--- config.mk ---
export PLATFORM = sky130hd
export DESIGN_NAME = length_prefixed_frame_parser
export DESIGN_NICKNAME = d
export VERILOG_FILES = /design/src/design/lpfp_pkg.sv /design/src/design/lpfp_core.sv /design/src/design/length_prefixed_frame_parser.sv
export SDC_FILE = /design/constraint.sdc
export NUM_CORES = 1
export LEC_CHECK = 0
export ABC_AREA = 0
export BUFFER_PORTS_ARGS = -buffer_cell sky130_fd_sc_hd__buf_4
export CAP_MARGIN = 20
export CELL_PAD_IN_SITES_DETAIL_PLACEMENT = 0
export CELL_PAD_IN_SITES_GLOBAL_PLACEMENT = 1
export CORE_UTILIZATION = 51
export DETAILED_ROUTE_END_ITERATION = 8
export GPL_TIMING_DRIVEN = 0
export PLACE_DENSITY_LB_ADDON = 0.1
export SETUP_SLACK_MARGIN = 0.15
export SYNTH_ARGS = -nofsm -noshare
export SYNTH_HDL_FRONTEND = slang
export SYNTH_SLANG_ARGS = --single-unit
export TNS_END_PERCENT = 20
--- constraint.sdc ---
create_clock -name clk -period 24.9 [get_ports clk]
set_input_delay 4.98 -clock clk [delete_from_list [all_inputs] [get_ports clk]]
set_output_delay 4.98 -clock clk [all_outputs]
set_load 0.005 [all_outputs]
--- src/design/lpfp_pkg.sv ---
// Shared types and constants of the length-prefixed frame parser.
`timescale 1ns / 1ps

package lpfp_pkg;

  localparam int unsigned HEADER_BYTES = 16;
  localparam int unsigned SIG_BYTES    = 64;
  localparam int unsigned KEY_BYTES    = 4;

  localparam int unsigned CFG_IDX_W  = 3;
  localparam int unsigned CFG_DATA_W = 8;

  // Configuration register indexes
  localparam logic [CFG_IDX_W-1:0] CFG_PROTOCOL_VERSION    = 3'd0;
  localparam logic [CFG_IDX_W-1:0] CFG_MESSAGE_CODE        = 3'd1;
  localparam logic [CFG_IDX_W-1:0] CFG_SIGNED_MESSAGE_CODE = 3'd2;
  localparam logic [CFG_IDX_W-1:0] CFG_SIGNED_PUBLISH_CODE = 3'd3;
  localparam logic [CFG_IDX_W-1:0] CFG_ACK_ENABLE          = 3'd4;

  // Input commands
  localparam logic CMD_DATA      = 1'b0;
  localparam logic CMD_LINK_DROP = 1'b1;

  // Region tags
  localparam logic [2:0] REGION_HEADER    = 3'd0;
  localparam logic [2:0] REGION_TOPIC     = 3'd1;
  localparam logic [2:0] REGION_PAYLOAD   = 3'd2;
  localparam logic [2:0] REGION_SIGNATURE = 3'd3;
  localparam logic [2:0] REGION_KEY_ID    = 3'd4;
  localparam logic [2:0] REGION_NONE      = 3'd5;

  // Error codes
  localparam logic [1:0] ERR_NONE        = 2'd0;
  localparam logic [1:0] ERR_BAD_VERSION = 2'd1;
  localparam logic [1:0] ERR_OVERFLOW    = 2'd2;

  typedef struct packed {
    logic       cmd;
    logic [7:0] rx_byte;
  } in_word_t;

  typedef struct packed {
    logic [7:0]  byte_value;
    logic [2:0]  region;
    logic        frame_done;
    logic [1:0]  error_code;
    logic [7:0]  command_code;
    logic [63:0] sequence_number;
    logic [31:0] key_id;
    logic [15:0] topic_length;
    logic [31:0] payload_length;
    logic        signed_frame;
    logic        deliver_message;
    logic        ack_needed;
  } out_word_t;

  typedef struct packed {
    logic [7:0] protocol_version;
    logic [7:0] message_code;
    logic [7:0] signed_message_code;
    logic [7:0] signed_publish_code;
    logic       ack_enable;
  } cfg_t;

endpackage

--- src/design/lpfp_core.sv ---
// Frame parse state and per-word result logic.
`timescale 1ns / 1ps

module lpfp_core #(
  parameter int unsigned BUFFER_BYTES = 2048
) (
  input  logic                 clk,
  input  logic                 rst_n,
  input  logic                 accept,
  input  lpfp_pkg::in_word_t   in_word,
  input  lpfp_pkg::cfg_t       cfg,
  output lpfp_pkg::out_word_t  result
);
  import lpfp_pkg::*;

  localparam int unsigned CNT_W = $clog2(BUFFER_BYTES + 1);
  localparam logic [CNT_W-1:0] CNT_FULL     = CNT_W'(BUFFER_BYTES);
  localparam logic [CNT_W-1:0] CNT_HDR      = CNT_W'(HEADER_BYTES);
  localparam logic [CNT_W-1:0] CNT_HDR_LAST = CNT_W'(HEADER_BYTES - 1);

  logic [CNT_W-1:0] count_r, count_nxt;
  logic [7:0]       version_r, version_nxt;
  logic [7:0]       command_r, command_nxt;
  logic [63:0]      sequence_r, sequence_nxt;
  logic [15:0]      topic_len_r, topic_len_nxt;
  logic [31:0]      payload_len_r, payload_len_nxt;
  logic [31:0]      key_r, key_nxt;
  logic [32:0]      total_r, total_nxt;
  // region boundaries, captured with the header
  logic [16:0]      topic_end_r, topic_end_nxt;
  logic [32:0]      payload_end_r, payload_end_nxt;
  logic [33:0]      sig_end_r, sig_end_nxt;

  logic [CNT_W-1:0] idx;
  logic             overflow;
  logic             hdr_last;
  logic             bad_version;
  logic             hdr_signed;
  logic [32:0]      body_end;
  logic [2:0]       region;
  logic             done;
  logic             sgn;
  logic             dlv;

  always_comb begin
    count_nxt       = count_r;
    version_nxt     = version_r;
    command_nxt     = command_r;
    sequence_nxt    = sequence_r;
    topic_len_nxt   = topic_len_r;
    payload_len_nxt = payload_len_r;
    key_nxt         = key_r;
    total_nxt       = total_r;
    topic_end_nxt   = topic_end_r;
    payload_end_nxt = payload_end_r;
    sig_end_nxt     = sig_end_r;
    result          = '0;

    overflow    = (count_r >= CNT_FULL);
    idx         = overflow ? '0 : count_r;
    hdr_last    = (idx == CNT_HDR_LAST);
    bad_version = 1'b0;
    region      = REGION_HEADER;
    done        = 1'b0;

    if (idx == '0) begin
      version_nxt = in_word.rx_byte;
      key_nxt     = '0;
    end else if (idx == CNT_W'(1)) begin
      command_nxt = in_word.rx_byte;
    end else if (idx < CNT_W'(10)) begin
      sequence_nxt = {sequence_r[55:0], in_word.rx_byte};
    end else if (idx < CNT_W'(12)) begin
      topic_len_nxt = {topic_len_r[7:0], in_word.rx_byte};
    end else if (idx < CNT_HDR) begin
      payload_len_nxt = {payload_len_r[23:0], in_word.rx_byte};
    end

    hdr_signed = (command_r == cfg.signed_publish_code) ||
                 (command_r == cfg.signed_message_code);
    body_end   = 33'(HEADER_BYTES) + 33'(topic_len_r) + 33'(payload_len_nxt);

    if (idx >= CNT_HDR) begin
      if (34'(idx) < 34'(topic_end_r))        region = REGION_TOPIC;
      else if (34'(idx) < 34'(payload_end_r)) region = REGION_PAYLOAD;
      else if (34'(idx) < sig_end_r)          region = REGION_SIGNATURE;
      else                                    region = REGION_KEY_ID;
      if (region == REGION_KEY_ID) key_nxt = {key_r[23:0], in_word.rx_byte};
    end

    count_nxt = idx + CNT_W'(1);
    if (hdr_last) begin
      if (version_r != cfg.protocol_version) begin
        bad_version = 1'b1;
        count_nxt   = '0;
      end else begin
        topic_end_nxt   = 17'(HEADER_BYTES) + 17'(topic_len_r);
        payload_end_nxt = body_end;
        sig_end_nxt     = 34'(body_end) + 34'(SIG_BYTES);
        total_nxt       = body_end + (hdr_signed ? 33'(SIG_BYTES + KEY_BYTES) : 33'd0);
      end
    end

    sgn = (command_nxt == cfg.signed_publish_code) ||
          (command_nxt == cfg.signed_message_code);
    dlv = (command_nxt == cfg.message_code) ||
          (command_nxt == cfg.signed_message_code);

    if ((count_nxt >= CNT_HDR) && (33'(count_nxt) == total_nxt)) begin
      done                   = 1'b1;
      count_nxt              = '0;
      result.command_code    = command_nxt;
      result.sequence_number = sequence_nxt;
      result.key_id          = sgn ? key_nxt : 32'd0;
      result.topic_length    = topic_len_nxt;
      result.payload_length  = payload_len_nxt;
      result.signed_frame    = sgn;
      result.deliver_message = dlv;
      result.ack_needed      = dlv && cfg.ack_enable && (sequence_nxt != 64'd0);
    end

    result.byte_value = in_word.rx_byte;
    result.region     = region;
    result.frame_done = done;
    result.error_code = bad_version ? ERR_BAD_VERSION :
                        overflow    ? ERR_OVERFLOW    : ERR_NONE;

    if (in_word.cmd == CMD_LINK_DROP) begin
      // link drop: only the count moves, the word reports nothing
      count_nxt       = '0;
      version_nxt     = version_r;
      command_nxt     = command_r;
      sequence_nxt    = sequence_r;
      topic_len_nxt   = topic_len_r;
      payload_len_nxt = payload_len_r;
      key_nxt         = key_r;
      total_nxt       = total_r;
      topic_end_nxt   = topic_end_r;
      payload_end_nxt = payload_end_r;
      sig_end_nxt     = sig_end_r;
      result          = '0;
      result.region   = REGION_NONE;
    end
  end

  always_ff @(posedge clk) begin
    if (!rst_n) begin
      count_r       <= '0;
      version_r     <= '0;
      command_r     <= '0;
      sequence_r    <= '0;
      topic_len_r   <= '0;
      payload_len_r <= '0;
      key_r         <= '0;
      total_r       <= '0;
      topic_end_r   <= '0;
      payload_end_r <= '0;
      sig_end_r     <= '0;
    end else if (accept) begin
      count_r       <= count_nxt;
      version_r     <= version_nxt;
      command_r     <= command_nxt;
      sequence_r    <= sequence_nxt;
      topic_len_r   <= topic_len_nxt;
      payload_len_r <= payload_len_nxt;
      key_r         <= key_nxt;
      total_r       <= total_nxt;
      topic_end_r   <= topic_end_nxt;
      payload_end_r <= payload_end_nxt;
      sig_end_r     <= sig_end_nxt;
    end
  end

`ifndef NO_ASSERTIONS
  a_count_bound: assert property (@(posedge clk) disable iff (!rst_n)
    count_r <= CNT_FULL)
    else $error("byte count beyond buffer size");

  a_drop_clears: assert property (@(posedge clk) disable iff (!rst_n)
    accept && (in_word.cmd == CMD_LINK_DROP) |=> count_r == '0)
    else $error("link drop did not clear the parse");

  a_bad_version_clears: assert property (@(posedge clk) disable iff (!rst_n)
    accept && (in_word.cmd == CMD_DATA) && bad_version |=> count_r == '0)
    else $error("bad version frame not dropped");
`endif

endmodule

--- src/design/length_prefixed_frame_parser.sv ---
// Length-prefixed frame parser: top level with config registers and output buffer.
`timescale 1ns / 1ps

// Usage:
//  - Input channel (in_valid / in_stall / in_data): one word per accept, either a
//    received byte or a link-drop event that clears the parse.
//  - Output channel (out_valid / out_stall / out_data): exactly one result word
//    for every input word, in order: byte echo, region tag, error code, and on
//    the last byte of a frame the header fields, key id and delivery/ACK flags.
//  - Config port (cfg_we / cfg_index / cfg_data): write-only registers that the
//    user must write only while no word is in flight; the block has no check.
//  - Results: registered in out_r on accept, or in skid_r while the output is stalled.
//  - Throughput: one word per cycle while in_stall is low; a byte only updates
//    counters and shift registers between input handshake and output register.
//  - Stall: a two-entry output buffer (output register plus skid register)
//    absorbs one word of stall; in_stall rises only when the skid entry is
//    occupied, so in_stall is a pure register output.
//  - Reset (rst_n low, synchronous): parse state cleared, config registers
//    return to version 1, all command codes 0, ACK enabled; output empty.
module length_prefixed_frame_parser #(
  parameter int unsigned BUFFER_BYTES = 2048
) (
  input  logic                              clk,
  input  logic                              rst_n,
  input  logic                              in_valid,
  output logic                              in_stall,
  input  lpfp_pkg::in_word_t                in_data,
  output logic                              out_valid,
  input  logic                              out_stall,
  output lpfp_pkg::out_word_t               out_data,
  input  logic                              cfg_we,
  input  logic [lpfp_pkg::CFG_IDX_W-1:0]    cfg_index,
  input  logic [lpfp_pkg::CFG_DATA_W-1:0]   cfg_data
);
  import lpfp_pkg::*;

  cfg_t      cfg_r;
  out_word_t result;
  out_word_t out_r;
  out_word_t skid_r;
  logic      out_v_r;
  logic      skid_v_r;
  logic      accept;

  assign in_stall  = skid_v_r;
  assign accept    = in_valid && !skid_v_r;
  assign out_valid = out_v_r;
  assign out_data  = out_r;

  always_ff @(posedge clk) begin
    if (!rst_n) begin
      cfg_r.protocol_version    <= 8'd1;
      cfg_r.message_code        <= 8'd0;
      cfg_r.signed_message_code <= 8'd0;
      cfg_r.signed_publish_code <= 8'd0;
      cfg_r.ack_enable          <= 1'b1;
    end else if (cfg_we) begin
      unique case (cfg_index)
        CFG_PROTOCOL_VERSION:    cfg_r.protocol_version    <= cfg_data;
        CFG_MESSAGE_CODE:        cfg_r.message_code        <= cfg_data;
        CFG_SIGNED_MESSAGE_CODE: cfg_r.signed_message_code <= cfg_data;
        CFG_SIGNED_PUBLISH_CODE: cfg_r.signed_publish_code <= cfg_data;
        CFG_ACK_ENABLE:          cfg_r.ack_enable          <= cfg_data[0];
        default: ;
      endcase
    end
  end

  lpfp_core #(
    .BUFFER_BYTES(BUFFER_BYTES)
  ) u_core (
    .clk    (clk),
    .rst_n  (rst_n),
    .accept (accept),
    .in_word(in_data),
    .cfg    (cfg_r),
    .result (result)
  );

  always_ff @(posedge clk) begin
    if (!rst_n) begin
      out_v_r  <= 1'b0;
      skid_v_r <= 1'b0;
    end else if (out_v_r && out_stall) begin
      // output held: park a new word in the skid entry
      if (accept) begin
        skid_v_r <= 1'b1;
      end
    end else if (skid_v_r) begin
      out_v_r  <= 1'b1;
      skid_v_r <= 1'b0;
    end else begin
      out_v_r <= accept;
    end
  end

  always_ff @(posedge clk) begin
    if (out_v_r && out_stall) begin
      if (accept) skid_r <= result;
    end else if (skid_v_r) begin
      out_r <= skid_r;
    end else if (accept) begin
      out_r <= result;
    end
  end

`ifndef NO_ASSERTIONS
  a_skid_order: assert property (@(posedge clk) disable iff (!rst_n)
    skid_v_r |-> out_v_r)
    else $error("skid entry occupied with empty output register");

  a_done_not_dropped: assert property (@(posedge clk) disable iff (!rst_n)
    out_v_r && out_r.frame_done |-> out_r.error_code != ERR_BAD_VERSION)
    else $error("frame completed on a bad version");

  a_unsigned_key: assert property (@(posedge clk) disable iff (!rst_n)
    out_v_r && !out_r.signed_frame |-> out_r.key_id == 32'd0)
    else $error("key id reported for an unsigned frame");
`endif

endmodule
==> results.cfg, run 1 <==
[clocking]
clk_pin_slew_worst_paths_ns = 0.06
cts_resized = 0
clk_latency_ns = 0.63
cts_sinks = 656
cts.htree.levels = 3
cts_tree = yes
postCtsSetupBuffers = 0
cts_hold_buf = 0
cts_made_buffers = 72
clock_path_buffers = 3
cts_root_buf = clkbuf_16

[logic_synthesis]
synth_edf_count = 338
synth_warnings = 0
ys_types = 88
synth_largest_area_cell = edfxtp_1
syn_inst = 3336
seq_area_frac_synth = 0.524
synthTopCellsByArea = edfxtp_1, dfxtp_1, nand2_1
netlist_area_um2 = 31500
synthArstFlopShare = 0
ys_seq_elements = 656
syn-mean-instance-area_um2 = 9.45
ys.flop_type = edfxtp_1
synth_top_cell_area_share = 0.322

[die]
die_y_um = 251
num_rows = 90
die_width_um = 251
core_um2 = 60700
num_io_pins = 196
initial_core_util = 0.519
die-area_um2 = 62800

[final_layout]
synthToLayoutAreaGrowth_pct = 16.2
layout-drive-gt1-share = 0.108
design_area_um2 = 36600
num_antenna_cells = 0
register_area_um2 = 16500
final_nets = 3698
fill_cells = 5117
multi_input_area_um2 = 13900

[sta]
skew_ns = 0.0254
min_period_over_period = 0.518
setup-violations-final = 0
max_slew_margin = 0.261
fin_ws_ns = 12.00
max_freq_mhz = 77.5
slew_violations = 0
tns_ns = 0
rsz0062_at_grt = no
period_minus_slack_ns = 12.90
tightestPinTransition_ns = 1.11
hold_violations = 0

[drt]
num_vias = 26700
drtIter0Drc = 2458
wirelength_mm = 100
wire_per_inst_um = 22.5
via_per_inst = 5.99
drc = 0
drtAntennaViolNets = 0
firstDrtPassIters = 7

[pwr]
peakVddDrop_uv = 49.9
finalPower_w = 0.00242
power_density_nw_per_um2 = 66.1
cellLeakagePower_nw = 12.4

[setup_path]
crit_type = in2reg
path_delay_family = simple AND/OR/NAND/NOR gates
cp_data_arrival_time_ns = 13.23
cp.required_ns = 25.24
cp_max_fo = 10
startpoint_type = input port
critPathMaxStageDelay_ns = 0.80
worstPathBufferInverterCount = 7
crit_slowest_cell = o32ai_1
critPathCaptureType = flop

[placement]
io_buffers = 194
place_congestion = 0.941
dpl.hpwl_mm = 74.8
placed_area_um2 = 34200
post-place-ws_ns = 11.67

[grt]
track_usage = 0.316
grt_pass1_vias = 25700
grt_pass1_wl_mm = 152
antenna_found_initial = 3
overflow = 0
grt_max_degree = 38

[outcome]
run_status = finished clean

[job]
cap_violations = 0

[min_path]
min_path_type = reg2reg
[logic make-up after synthesis]
logic type / count (synthesis) / share of synthesized area
and+or+nand+nor: 1278 / 0.176
AOI/OAI and AO/OA: 759 / 0.154
DFF: 656 / 0.524
buffers and inverters: 303 / 0.0372
muxes: 143 / 0.0470
xor gates and xnor gates: 142 / 0.0402
adders and majority gates: 54 / 0.0217
other: 1 / 0.000119
[state kept, by name, summed over array words and instances, names as in the netlist, 12 cells and up]
name,cells
cfg_r,33
skid_r,169
out_data,169
u_core.topic_end_r,17
u_core.key_r,32
u_core.sequence_r,64
u_core.total_r,33
u_core.payload_end_r,27
u_core.count_r,12
u_core.topic_len_r,16
u_core.payload_len_r,32
u_core.sig_end_r,34
[cells in the final DEF, fill, tap and decap left out, types with 15 or more instances in the layout]
cell type,count
nand2_1,629
nor2_1,348
edfxtp_1,338
dfxtp_1,318
a21oi_1,297
clkbuf_1,211
buf_4,197
o31ai_1,157
mux2i_1,124
xnor2_1,102
a211oi_1,88
o21ai_0,79
clkbuf_16,74
inv_1,71
ha_1,53
nor3_1,51
nand3_1,48
nor4_1,39
xor2_1,37
nand4_1,32
buf_2,20
nor2b_1,20
o21a_1,17
and3_1,16
a31oi_1,16
mux2_2,15
[worst paths after layout]
kind | start | end | slack (ns) | cells after the start
setup / recovery | in_data[0] | out_data[49] | 12.00 | 26
hold / removal | u_core.total_r[13] | u_core.total_r[13] | 0.45 | 2
setup reg to reg | u_core.count_r[7] | out_data[49] | 14.07 | 31
hold reg to reg | u_core.total_r[13] | u_core.total_r[13] | 0.45 | 2
[area by class of cell]
class,instances,area share
timing repair buffer,207,0.0468
clock inverter,30,0.00868
inverter,72,0.00738
clock buffer,101,0.0563
buffer,231,0.0247
multi-input combinational,2379,0.379
tap,782,0.0267
sequential,656,0.451
[worst reg2reg max path: cells and delay by family (launching register included)]
family / cells / cell delay [ns]
compound gates: 4 / 1.67
xor+xnor: 2 / 0.80
fa+ha+maj: 3 / 0.94
buf+inv: 10 / 2.69
flops: 1 / 0.40
mux: 2 / 0.47
simple gates: 10 / 3.60
[per-layer routing]
layer,up-vias,global-route usage,share of wire
li1,12500,-,-
met3,201,0.0439,0.068
met1,13000,0.419,0.42
met5,-,0,0
met4,0,0.138,0.040
met2,1001,0.515,0.47
[cell usage after synthesis, types with 8 or more instances]
library cell and count:
inv_1 71, nand3_1 48, nor2_1 349, xor2_1 37, nor3_1 51, or3_1 13, xnor2_1 102, ha_1 53
buf_2 20, nand2_1 629, and3_1 16, nand2b_1 11, a311oi_1 9, a31oi_1 16, edfxtp_1 338, o21ai_0 79
and2_1 10, a22oi_1 10, and4_1 8, dfxtp_1 318, o21a_1 17, mux2i_1 124, a21oi_1 298, mux2_2 15
buf_1 13, a211oi_1 89, o31ai_1 157, or4_1 11, o21ai_1 9, nor4_1 39, nor2b_1 20, or2_2 8
nand4_1 32, clkbuf_1 195
[through the flow]
step           utilization  std cells  hold slack [ns]
2_1_floorplan            -       3338            0.428
3_3_place_gp         0.560       4314            0.437
3_5_place_dp         0.564       4326            0.445
4_1_cts              0.603       4457            0.451
5_1_grt              0.603       4458            0.471
6_report             0.603       4458            0.451
[power breakdown]
group | total, W | internal [W] | switching [W] | leakage (nW)
clock network | 0.00108 | 0.000626 | 0.000452 | 1.17
registers | 0.00118 | 0.00116 | 0.0000141 | 5.76
logic | 0.000167 | 0.0000594 | 0.000108 | 5.51
(Power assumes the default switching activity.)
==> inputs of run 2 (changes only) <==
--- a/config.mk
+++ b/config.mk
@@ -10,7 +10,7 @@
 export CAP_MARGIN = 20
 export CELL_PAD_IN_SITES_DETAIL_PLACEMENT = 0
 export CELL_PAD_IN_SITES_GLOBAL_PLACEMENT = 1
-export CORE_UTILIZATION = 51
+export CORE_UTILIZATION = 43
 export DETAILED_ROUTE_END_ITERATION = 8
 export GPL_TIMING_DRIVEN = 0
 export PLACE_DENSITY_LB_ADDON = 0.1
==> constraint.sdc (replaced) <==
create_clock -name clk -period 10.6 [get_ports clk]
set_input_delay 2.12 -clock clk [delete_from_list [all_inputs] [get_ports clk]]
set_output_delay 2.12 -clock clk [all_outputs]
set_load 0.005 [all_outputs]
==> results.cfg, run 2 (synthesis results as in run 1) <==
[outcome]
run_status = finished clean

[sta]
skew_ns = 0.0232
min_period_over_period = 0.931
rsz0062_at_grt = no
hold_violations = 0
period_minus_slack_ns = 9.87
setup-violations-final = 0
max_freq_mhz = 101
tightestPinTransition_ns = 1.13
whs_ns = 0.453
max_slew_margin = 0.249
fin_ws_ns = 0.734
slew_violations = 0

[pwr]
power_density_nw_per_um2 = 157
cellLeakagePower_nw = 12.5
peakVddDrop_uv = 105
finalPower_w = 0.00580

[clocking]
cts_made_buffers = 75
cts_tree = yes
clock_path_buffers = 3
cts.htree.levels = 3
cts_hold_buf = 0
cts_sinks = 656
clk_pin_slew_worst_paths_ns = 0.06
cts_root_buf = clkbuf_16
clk_latency_ns = 0.63

[min_path]
min_path_type = reg2reg
hold_depth = 2
min_to = u_core.total_r[13]
min_from = u_core.total_r[13]

[drt]
drtIter0Drc = 2019
drc = 0
route.met3.wl_mm = 5.02
top_layer = met4
num_vias = 26300
met2_length_mm = 49.6
wire_per_inst_um = 22.4
drtAntennaViolNets = 0
via_per_inst = 5.67
firstDrtPassIters = 5
wl_met1_mm = 45.6
wirelength_mm = 104

[setup_path]
crit_top_cell = buf_2
reg2reg_slack_ns = 0.73
startpoint_type = flop
crit_slowest_cell = o32ai_1
critPathMaxStageDelay_ns = 0.70
critPathCaptureType = flop
cp.required_ns = 10.95
r2r-start = u_core.count_r[7]
worst_r2r_endpoint = out_data[47]
cp_data_arrival_time_ns = 10.22
crit_type = reg2reg
worstRegToRegCells = 31
cp_max_fo = 10

[final_layout]
synthToLayoutAreaGrowth_pct = 17.3
layout-drive-gt1-share = 0.112
final_nets = 3700
design_area_um2 = 37000
multi_input_area_um2 = 13900
register_area_um2 = 16500
fill_cells = 6670
num_antenna_cells = 0
layout.cells.non_filler = 4632
mostFrequentLayoutCell = nand2_1
mostFrequentLayoutCells = nand2_1, nor2_1, edfxtp_1

[grt]
antenna_found_initial = 2
grt_pass1_wl_mm = 156
track_usage = 0.275
grt_max_degree = 36
overflow = 0
grt_pass1_vias = 25300

[placement]
placed_area_um2 = 34400
place_congestion = 0.927
post-place-ws_ns = 0.122
dpl.hpwl_mm = 78.0
io_buffers = 194
dp.cells = 4494

[die]
core_um2 = 72000
die_y_um = 273
initial_core_util = 0.438
die-area_um2 = 74400
num_rows = 98
num_io_pins = 196
die_width_um = 273

[job]
cap_violations = 0
## run 2: worst max-delay path by stage
stage / start / endpoint / cells past startpoint
6_report: u_core.count_r[7] / out_data[47] / 31
5_1_grt: u_core.count_r[7] / out_data[47] / 31
4_1_cts: u_core.count_r[3] / out_data[12] / 31
3_5_place_dp: u_core.count_r[4] / out_data[12] / 31
3_3_place_gp: out_stall / skid_r[20] / 3
2_1_floorplan: out_stall / skid_r[0] / 2
## run 2: timing repair
item / 4_1_cts / 5_1_grt
resized for setup: 2 / 5
buffers inserted: 0 / 0
setup endpoints to repair: 11 / 311
endpoints found under the hold margin: 0 / 0
## run 2: worst max-delay path, delay by kind of cell (launching register included)
| kind | cells | cell delay, ns |
|---|---|---|
| AO/OA/AOI/OAI | 4 | 1.57 |
| XOR/XNOR | 2 | 0.55 |
| adder cells (fa/ha/maj) | 3 | 0.88 |
| buffers and inverters | 10 | 2.50 |
| flip-flops | 1 | 0.40 |
| multiplexers | 2 | 0.45 |
| AND/OR/NAND/NOR | 10 | 3.21 |
## run 2: metrics by stage
stage	utilization	TNS [ns]
final	0.514	0
after global routing	0.514	0
after CTS	0.514	0
after detailed placement	0.478	0
after global placement	0.475	-484.20
after floorplan	-	0
## run 2: metal layers
layer  GRT usage  vias to the layer above
li1            -                    12500
met1       0.368                    12900
met2       0.462                      768
met3      0.0292                      154
met4      0.0959                        0
met5           0                        -
## run 2: power breakdown
part | switching [W] | total (W) | internal (W) | leakage, nW
Combinational | 0.000255 | 0.000392 | 0.000138 | 5.51
Sequential | 0.0000326 | 0.00276 | 0.00273 | 5.78
Clock | 0.00111 | 0.00264 | 0.00154 | 1.25
## run 2: cell type report
cell class,instances,share of cell area
clock buffer,96,0.0565
timing repair buffer,206,0.0455
sequential,656,0.447
inverter,72,0.00731
clock inverter,42,0.0120
tap,950,0.0321
multi-input combinational,2379,0.375
buffer,231,0.0245
==> inputs of run 3 (changes only) <==
==> constraint.sdc (replaced) <==
create_clock -name clk -period 10.6 [get_ports clk]
set_input_delay 0.53 -clock clk [delete_from_list [all_inputs] [get_ports clk]]
set_output_delay 0.53 -clock clk [all_outputs]
set_load 0.005 [all_outputs]
==> results.cfg, run 3 (synthesis results as in run 1) <==
[clocking]
cts_tree = yes
clk_pin_slew_worst_paths_ns = 0.06
cts_root_buf = clkbuf_16
clock_path_buffers = 3
cts.htree.levels = 3
clk_latency_ns = 0.62
cts_made_buffers = 75
postCtsSetupBuffers = 0
cts_sinks = 656

[final_layout]
design_area_um2 = 36900
final_util = 0.513
mostFrequentLayoutCell = nand2_1
layout-drive-gt1-share = 0.108
mostFrequentLayoutCells = nand2_1, nor2_1, edfxtp_1
synthToLayoutAreaGrowth_pct = 17.2
num_antenna_cells = 0
final_nets = 3701

[pwr]
cellLeakagePower_nw = 12.5
peakVddDrop_uv = 109
finalPower_w = 0.00577
power_density_nw_per_um2 = 156

[drt]
route.met3.wl_mm = 5.84
wl_met1_mm = 45.0
drc = 0
drtIter0Drc = 2213
via_per_inst = 5.68
num_vias = 26300
drtAntennaViolNets = 0
met2_length_mm = 49.0
wirelength_mm = 103
firstDrtPassIters = 6
wire_per_inst_um = 22.2
top_layer = met4

[sta]
rsz0062_at_grt = no
period_minus_slack_ns = 9.75
min_period_over_period = 0.920
tightestPinTransition_ns = 1.16
fin_ws_ns = 0.850
max_freq_mhz = 103
hold_violations = 0
whs_ns = 0.176
skew_ns = 0.0272
slew_violations = 0
max_slew_margin = 0.224
setup-violations-final = 0

[die]
initial_core_util = 0.438
num_rows = 98
num_io_pins = 196
core_um2 = 72000
die-area_um2 = 74400
die_width_um = 273
die_y_um = 273

[placement]
place_congestion = 0.934
placed_area_um2 = 34400
post-place-ws_ns = 0.0623
dpl.hpwl_mm = 77.2
io_buffers = 194

[setup_path]
crit_type = reg2reg
cp_data_arrival_time_ns = 10.08
crit_slowest_cell = nor4_4
path_delay_family = simple AND/OR/NAND/NOR gates
startpoint_type = flop
worstPathBufferInverterCount = 10
crit_top_cell = buf_2
critPathCaptureType = flop
cp_max_fo = 10
cp.required_ns = 10.93
critPathMaxStageDelay_ns = 0.66

[min_path]
min_path_type = in2reg

[grt]
overflow = 0
grt_pass1_vias = 25100
track_usage = 0.273
grt_max_degree = 36
grt_pass1_wl_mm = 155
antenna_found_initial = 1

[outcome]
run_status = finished clean

[job]
cap_violations = 0
==> run 3: worst paths after layout <==
path	startpoint	end	slack, ns	depth (start not counted)
worst max-delay path	u_core.count_r[7]	out_data[47]	0.85	31
worst min-delay path	cfg_data[0]	cfg_r[0]	0.18	3
worst max register to register	u_core.count_r[7]	out_data[47]	0.85	31
worst min register to register	u_core.sig_end_r[5]	u_core.sig_end_r[5]	0.46	2
==> run 3: worst register-to-register path: cells and delay by family (launching register included) <==
family,cells,cell delay (ns)
and+or+nand+nor,10,3.27
muxes,2,0.47
buffers and inverters,10,2.49
adders and majority gates,3,0.89
AOI/OAI and AO/OA,4,1.39
xor gates and xnor gates,2,0.57
DFF,1,0.41
==> run 3: timing repair <==
item | in CTS | in global routing
endpoints found under the setup margin | 19 | 318
hold buffers | 0 | 0
gates resized for setup | 2 | 6
==> run 3: final cells by class <==
type	instances	area (µm²)
Inverter	72	270
Buffer	231	906
Fill cell	6741	35000
Timing Repair Buffer	207	1700
Clock buffer	95	2000
Multi-Input combinational cell	2379	13900
Sequential cell	656	16500
Clock inverter	41	449
Tap cell	950	1190
==> run 3: per-stage QoR <==
stage          TNS (ns)  cells
2_1_floorplan         0   3338
3_3_place_gp    -853.03   4482
3_5_place_dp          0   4495
4_1_cts               0   4631
5_1_grt               0   4631
6_report              0   4631
==> run 3: routing by layer <==
| layer | up-vias | global-route usage |
|---|---|---|
| li1 | 12500 | - |
| met1 | 12800 | 0.368 |
| met2 | 880 | 0.453 |
| met3 | 162 | 0.0308 |
| met4 | 0 | 0.0962 |
| met5 | - | 0 |
==> run 3: power by group <==
group	switching, W	internal [W]
clock network	0.00108	0.00154
logic	0.000254	0.000139
registers	0.0000323	0.00273
total	0.00136	0.00441
